### config.mk
export PLATFORM = sky130hd
export DESIGN_NAME = lobm_ctrl
export DESIGN_NICKNAME = d
export VERILOG_FILES = /design/src/rtl/lobm_pkg.sv /design/src/rtl/lobm_ctrl.sv
export SDC_FILE = /design/constraint.sdc
export NUM_CORES = 1
export LEC_CHECK = 0
export ABC_AREA = 1
export ABC_CLOCK_PERIOD_IN_PS = 1150
export BUFFER_PORTS_ARGS = -buffer_cell sky130_fd_sc_hd__buf_2
export CAP_MARGIN = 30
export CORE_AREA = 5 5 42 44
export CTS_BUF_LIST = sky130_fd_sc_hd__clkbuf_16
export CTS_CLUSTER_DIAMETER = 60
export DETAILED_ROUTE_END_ITERATION = 16
export DIE_AREA = 0 0 47 49
export SLEW_MARGIN = 20
export SYNTH_ARGS = -nofsm -noshare
export SYNTH_HDL_FRONTEND = slang
export SYNTH_SLANG_ARGS = --single-unit
export TNS_END_PERCENT = 100
### constraint.sdc
create_clock -name clk -period 1.15 [get_ports clk]
set_input_delay 0.0575 -clock clk [delete_from_list [all_inputs] [get_ports clk]]
set_output_delay 0.0575 -clock clk [all_outputs]
set_load 0.02 [all_outputs]
### src/rtl/lobm_pkg.sv
// ----------------------------------------------------------------------------
// lobm_pkg
// Shared types for the limit order book matcher: item, result, book entry,
// controller states and the command/status groups between the two halves.
// ----------------------------------------------------------------------------
package lobm_pkg;

  localparam int PRICE_W = 16;
  localparam int QTY_W   = 16;

  localparam logic CMD_SUBMIT = 1'b0;
  localparam logic CMD_CLEAR  = 1'b1;

  typedef struct packed {
    logic               command;
    logic               is_sell;
    logic [QTY_W-1:0]   order_quantity;
    logic [PRICE_W-1:0] order_price;
  } order_t;

  typedef struct packed {
    logic [PRICE_W-1:0] best_ask;
    logic               best_ask_valid;
    logic [PRICE_W-1:0] best_bid;
    logic               best_bid_valid;
    logic [PRICE_W-1:0] last_price;
    logic               last_price_valid;
    logic               book_overflow;
  } result_t;

  typedef struct packed {
    logic [PRICE_W-1:0] price;
    logic [QTY_W-1:0]   qty;
  } entry_t;

  typedef enum logic [3:0] {
    ST_IDLE,
    ST_MATCH,
    ST_SCAN_M,
    ST_CHECK,
    ST_SHIFT_RD,
    ST_SHIFT_WR,
    ST_INSERT,
    ST_SCAN_R,
    ST_EMIT
  } state_t;

  typedef struct packed {
    logic load;
    logic clear_book;
    logic scan_init;
    logic scan_step;
    logic trade;
    logic shift_init;
    logic shift_rd;
    logic shift_wr;
    logic remove_done;
    logic insert;
    logic emit;
  } ctrl_cmd_t;

  typedef struct packed {
    logic scan_done;
    logic qty_zero;
    logic other_empty;
    logic crosses;
    logic fill_all;
    logic shift_more;
  } dp_status_t;

endpackage

### src/rtl/lobm_ctrl.sv
// ----------------------------------------------------------------------------
// lobm_ctrl
// Sequencer: match loop (scan, trade, remove), insert, final scan, report.
// ----------------------------------------------------------------------------
module lobm_ctrl import lobm_pkg::*; (
  input  logic       clk,
  input  logic       rst,
  input  logic       start,
  input  logic       command,
  input  dp_status_t status,
  output ctrl_cmd_t  cmd,
  output logic       busy
);

  state_t state, state_next;

  always_ff @(posedge clk) begin
    if (rst) begin
      state <= ST_IDLE;
    end else begin
      state <= state_next;
    end
  end

  always_comb begin
    state_next = state;
    cmd        = '0;
    busy       = (state != ST_IDLE);
    case (state)
      ST_IDLE: begin
        if (start) begin
          cmd.load = 1'b1;
          if (command == CMD_CLEAR) begin
            cmd.clear_book = 1'b1;
            cmd.scan_init  = 1'b1;
            state_next     = ST_SCAN_R;
          end else begin
            state_next = ST_MATCH;
          end
        end
      end
      ST_MATCH: begin
        if (status.qty_zero || status.other_empty) begin
          state_next = ST_INSERT;
        end else begin
          cmd.scan_init = 1'b1;
          state_next    = ST_SCAN_M;
        end
      end
      ST_SCAN_M: begin
        cmd.scan_step = 1'b1;
        if (status.scan_done) state_next = ST_CHECK;
      end
      ST_CHECK: begin
        if (!status.crosses) begin
          state_next = ST_INSERT;
        end else begin
          cmd.trade = 1'b1;
          if (status.fill_all) begin
            cmd.shift_init = 1'b1;
            state_next     = ST_SHIFT_RD;
          end else begin
            state_next = ST_MATCH;
          end
        end
      end
      ST_SHIFT_RD: begin
        if (status.shift_more) begin
          cmd.shift_rd = 1'b1;
          state_next   = ST_SHIFT_WR;
        end else begin
          cmd.remove_done = 1'b1;
          state_next      = ST_MATCH;
        end
      end
      ST_SHIFT_WR: begin
        cmd.shift_wr = 1'b1;
        state_next   = ST_SHIFT_RD;
      end
      ST_INSERT: begin
        cmd.insert    = 1'b1;
        cmd.scan_init = 1'b1;
        state_next    = ST_SCAN_R;
      end
      ST_SCAN_R: begin
        cmd.scan_step = 1'b1;
        if (status.scan_done) state_next = ST_EMIT;
      end
      ST_EMIT: begin
        cmd.emit   = 1'b1;
        state_next = ST_IDLE;
      end
      default: begin
        state_next = ST_IDLE;
      end
    endcase
  end

endmodule

==> PnR_summary.wiki <==
{| class="wikitable"
! Metric !! Value
|-
| Number of antenna violations at the first check in global routing || 0
|-
| Violations in the final reports || negative setup slack
|-
| Slack of the critical path || -0.142 ns
|-
| Overall die height || between 40 and 50 µm
|-
| Number of hold buffers added after cts || 0
|-
| Area of the multi-input gates || about 360 µm²
|-
| Port Buffer Count || 21
|-
| Overflow after GRT || 0
|-
| Max FFs per register || 4
|-
| NumNets Final || between 100 and 150
|-
| Setup repair after global routing missed its margin || yes
|-
| Flip-flop and latch count after synthesis || 4
|-
| Largest register by flop count || state
|-
| Clock buffer count from CTS || 3
|-
| Critical path endpoint category || primary output
|-
| Root buffer cell || clkbuf_16
|-
| Synth Instances || roughly 70
|-
| Number of warnings reported in the yosys synthesis log || 0
|-
| Worst slack at placement || -0.0474 ns
|-
| Total area of sequential cells || 95.1 µm²
|-
| Total wire length || about 1500 µm
|-
| Yosys cell types || 17
|-
| Peak Freq || between 700 and 800 MHz
|-
| Layout cells sized above 1 || between 60% and 70%
|-
| Highest fanout seen on the critical path || 4
|-
| Result of the run || finished, violations left
|-
| Count of final max-slew check failures || 0
|-
| Effective utilization at floorplan || 28.1%
|-
| Number of vias per cell after detailed routing || between 4 and 5
|-
| Number of global-route vias before repair || roughly 570
|-
| Clock transition at path regs || approximately 0.03 ns
|-
| Worst-margin pin slew || about 0.23 ns
|-
| Setup Skew || around 0.0025 ns
|-
| Ratio of final minimum period to clock period || 112%
|-
| Relative slew slack || between 80 and 90%
|-
| Critical Path Source Type || flop
|-
| Maximum clock insertion buffer count || 2
|-
| Full die area || about 0.0023 mm²
|-
| Worst ir drop on vdd || roughly 1.4 mV
|-
| Required time at the endpoint of the critical path || 1.09 ns
|-
| Worst-skew pair later-pin latency || 0.23 ns
|-
| Mapped cell area || 394 µm²
|-
| Hold slack || ~0.038 ns
|-
| Start-to-end type of the worst setup path || flop to primary output
|-
| Sinks on the clock net || 4
|-
| Fill count || 133
|-
| Average footprint of a synthesized cell || around 5.7 µm²
|-
| Io pins || 22
|-
| Leakage power || 0.430 nW
|-
| Registers with the most flip-flops || state (4)
|-
| Largest net degree at the start of global routing || 7
|-
| Antenna diode count || 0
|-
| Number of nets with antenna violations after routing || 0
|-
| Count of H-tree levels built during CTS || 1
|-
| Average routed wire per standard cell || 12.6 µm
|-
| Total negative slack || -1.09 ns
|-
| Setup Viol. Count Final || 14
|-
| Clock tree from TritonCTS || yes
|-
| Tightest Hold Check Type || input pin to flop
|-
| Register area share after synthesis || 20.3%
|-
| Number of hold violations in the final report || 0
|-
| Placed wire-length estimate || approximately 960 µm
|-
| Critical Path AT || roughly 1.2 ns
|-
| Final period demand of the worst path || between 1 and 1.5 ns
|-
| Drt initial violations || 8
|-
| Die X || between 40 and 50 µm
|-
| Power per unit of standard cell area || 2650 mW/mm²
|-
| Overall Global Routing Usage || around an eighth
|-
| Standard cell core area || between 0.001 and 0.0015 mm²
|-
| Maximum capacitance violations || 0
|-
| Synth-to-Final Area Change || 112%
|-
| DRT Pass-1 Iters || 3
|-
| Routability cong. || 0.736
|-
| Count of vias placed by the detailed router || slightly below 600
|-
| Detailed-route DRC error count || 0
|-
| Post-Synthesis Net Count || 79
|-
| Number of rows created at floorplan || 14
|-
| Global-route wire length before repair || 2290 µm
|}
synthesized netlist by cell type (all sizes together):
cell type	number	area share [%]
nand3	4	5.1
o221ai	1	2.2
nor3b	1	1.9
nor4	1	1.6
a21oi	3	4.8
o21ai	1	1.3
nand4	2	3.2
nand2	22	23
nor2	16	22
a21boi	1	2.9
dfxtp	4	20
inv	13	12
repair_timing:
item	CTS	global route
pin swaps	7	11
gates resized for setup	33	23
setup endpoints to repair	13	16
buffers inserted	4	4
gates cloned	0	0
worst max-delay path: stages, from the launching register on:
cell and delay (ns):
dfxtp_4 0.35, nor2_4 0.18, nand2_2 0.10, o221ai_2 0.21
buf_4 0.17
layer usage:
layer	vias to the layer above	GRT usage [%]	routed length (µm)
met4	0	4.15	23
met3	2	2.58	81
met2	16	21.3	798
li1	285	-	-
met1	274	16.8	580
met5	-	0	0
final cells by class:
cell class	instances	area share, %
Multi-Input combinational cell	52	43.1
Timing Repair Buffer	30	28.0
Sequential cell	4	11.4
Clock buffer	3	8.98
Inverter	13	6.14
Tap cell	16	2.40
placed cells by master, fill, tap and decap left out:
master	Yosys	routed
nand2_1	19	13
buf_4	0	11
buf_2	0	10
buf_6	0	9
nor2_4	3	8
nand2_2	3	7
inv_1	11	7
nor2_1	12	6
inv_2	2	5
dfxtp_4	0	4
nand3_1	4	3
clkbuf_16	0	3
nand2_4	0	2
nor2_2	1	2
nand4_1	2	2
a21oi_1	2	2
inv_4	0	1
nand3_4	0	1
o221ai_2	0	1
nor4_2	0	1
a21boi_2	1	1
nor3b_2	0	1
a21oi_2	1	1
o21ai_0	1	1
through the flow:
step	instances	utilization, %	cell area, µm²	power [mW]
detailed placement	107	38.0	533	1.09
floorplan	69	-	400	0.859
global placement	107	38.0	533	1.09
CTS	114	51.7	724	1.92
global route	118	59.6	836	2.34
finish	118	59.6	836	2.21
path summary, 6_finish.rpt:
path	cells after the start	end	slack, ns	startpoint
hold / removal	2	state[2]	0.04	rst
setup / recovery	4	cmd[8]	-0.14	state[2]
hold reg to reg	3	state[0]	0.62	state[3]
setup reg to reg	5	state[3]	-0.09	state[2]
cell families (layout without fill, tap and decap cells):
group | count (synthesis) | in the layout | share of synthesized area, %
and+or+nand+nor | 46 | 46 | 56.2
buffers and inverters | 13 | 46 | 12.4
AOI/OAI and AO/OA | 6 | 6 | 11.1
DFF | 4 | 4 | 20.3
where the power goes:
| group | internal, mW | total (mW) | switching (mW) |
|---|---|---|---|
| sequential | 0.210 | 0.307 | 0.0973 |
| combinational | 0.622 | 1.36 | 0.743 |
| clock | 0.444 | 0.543 | 0.0987 |
| total | 1.28 | 2.21 | 0.939 |
(Power assumes the default switching activity.)
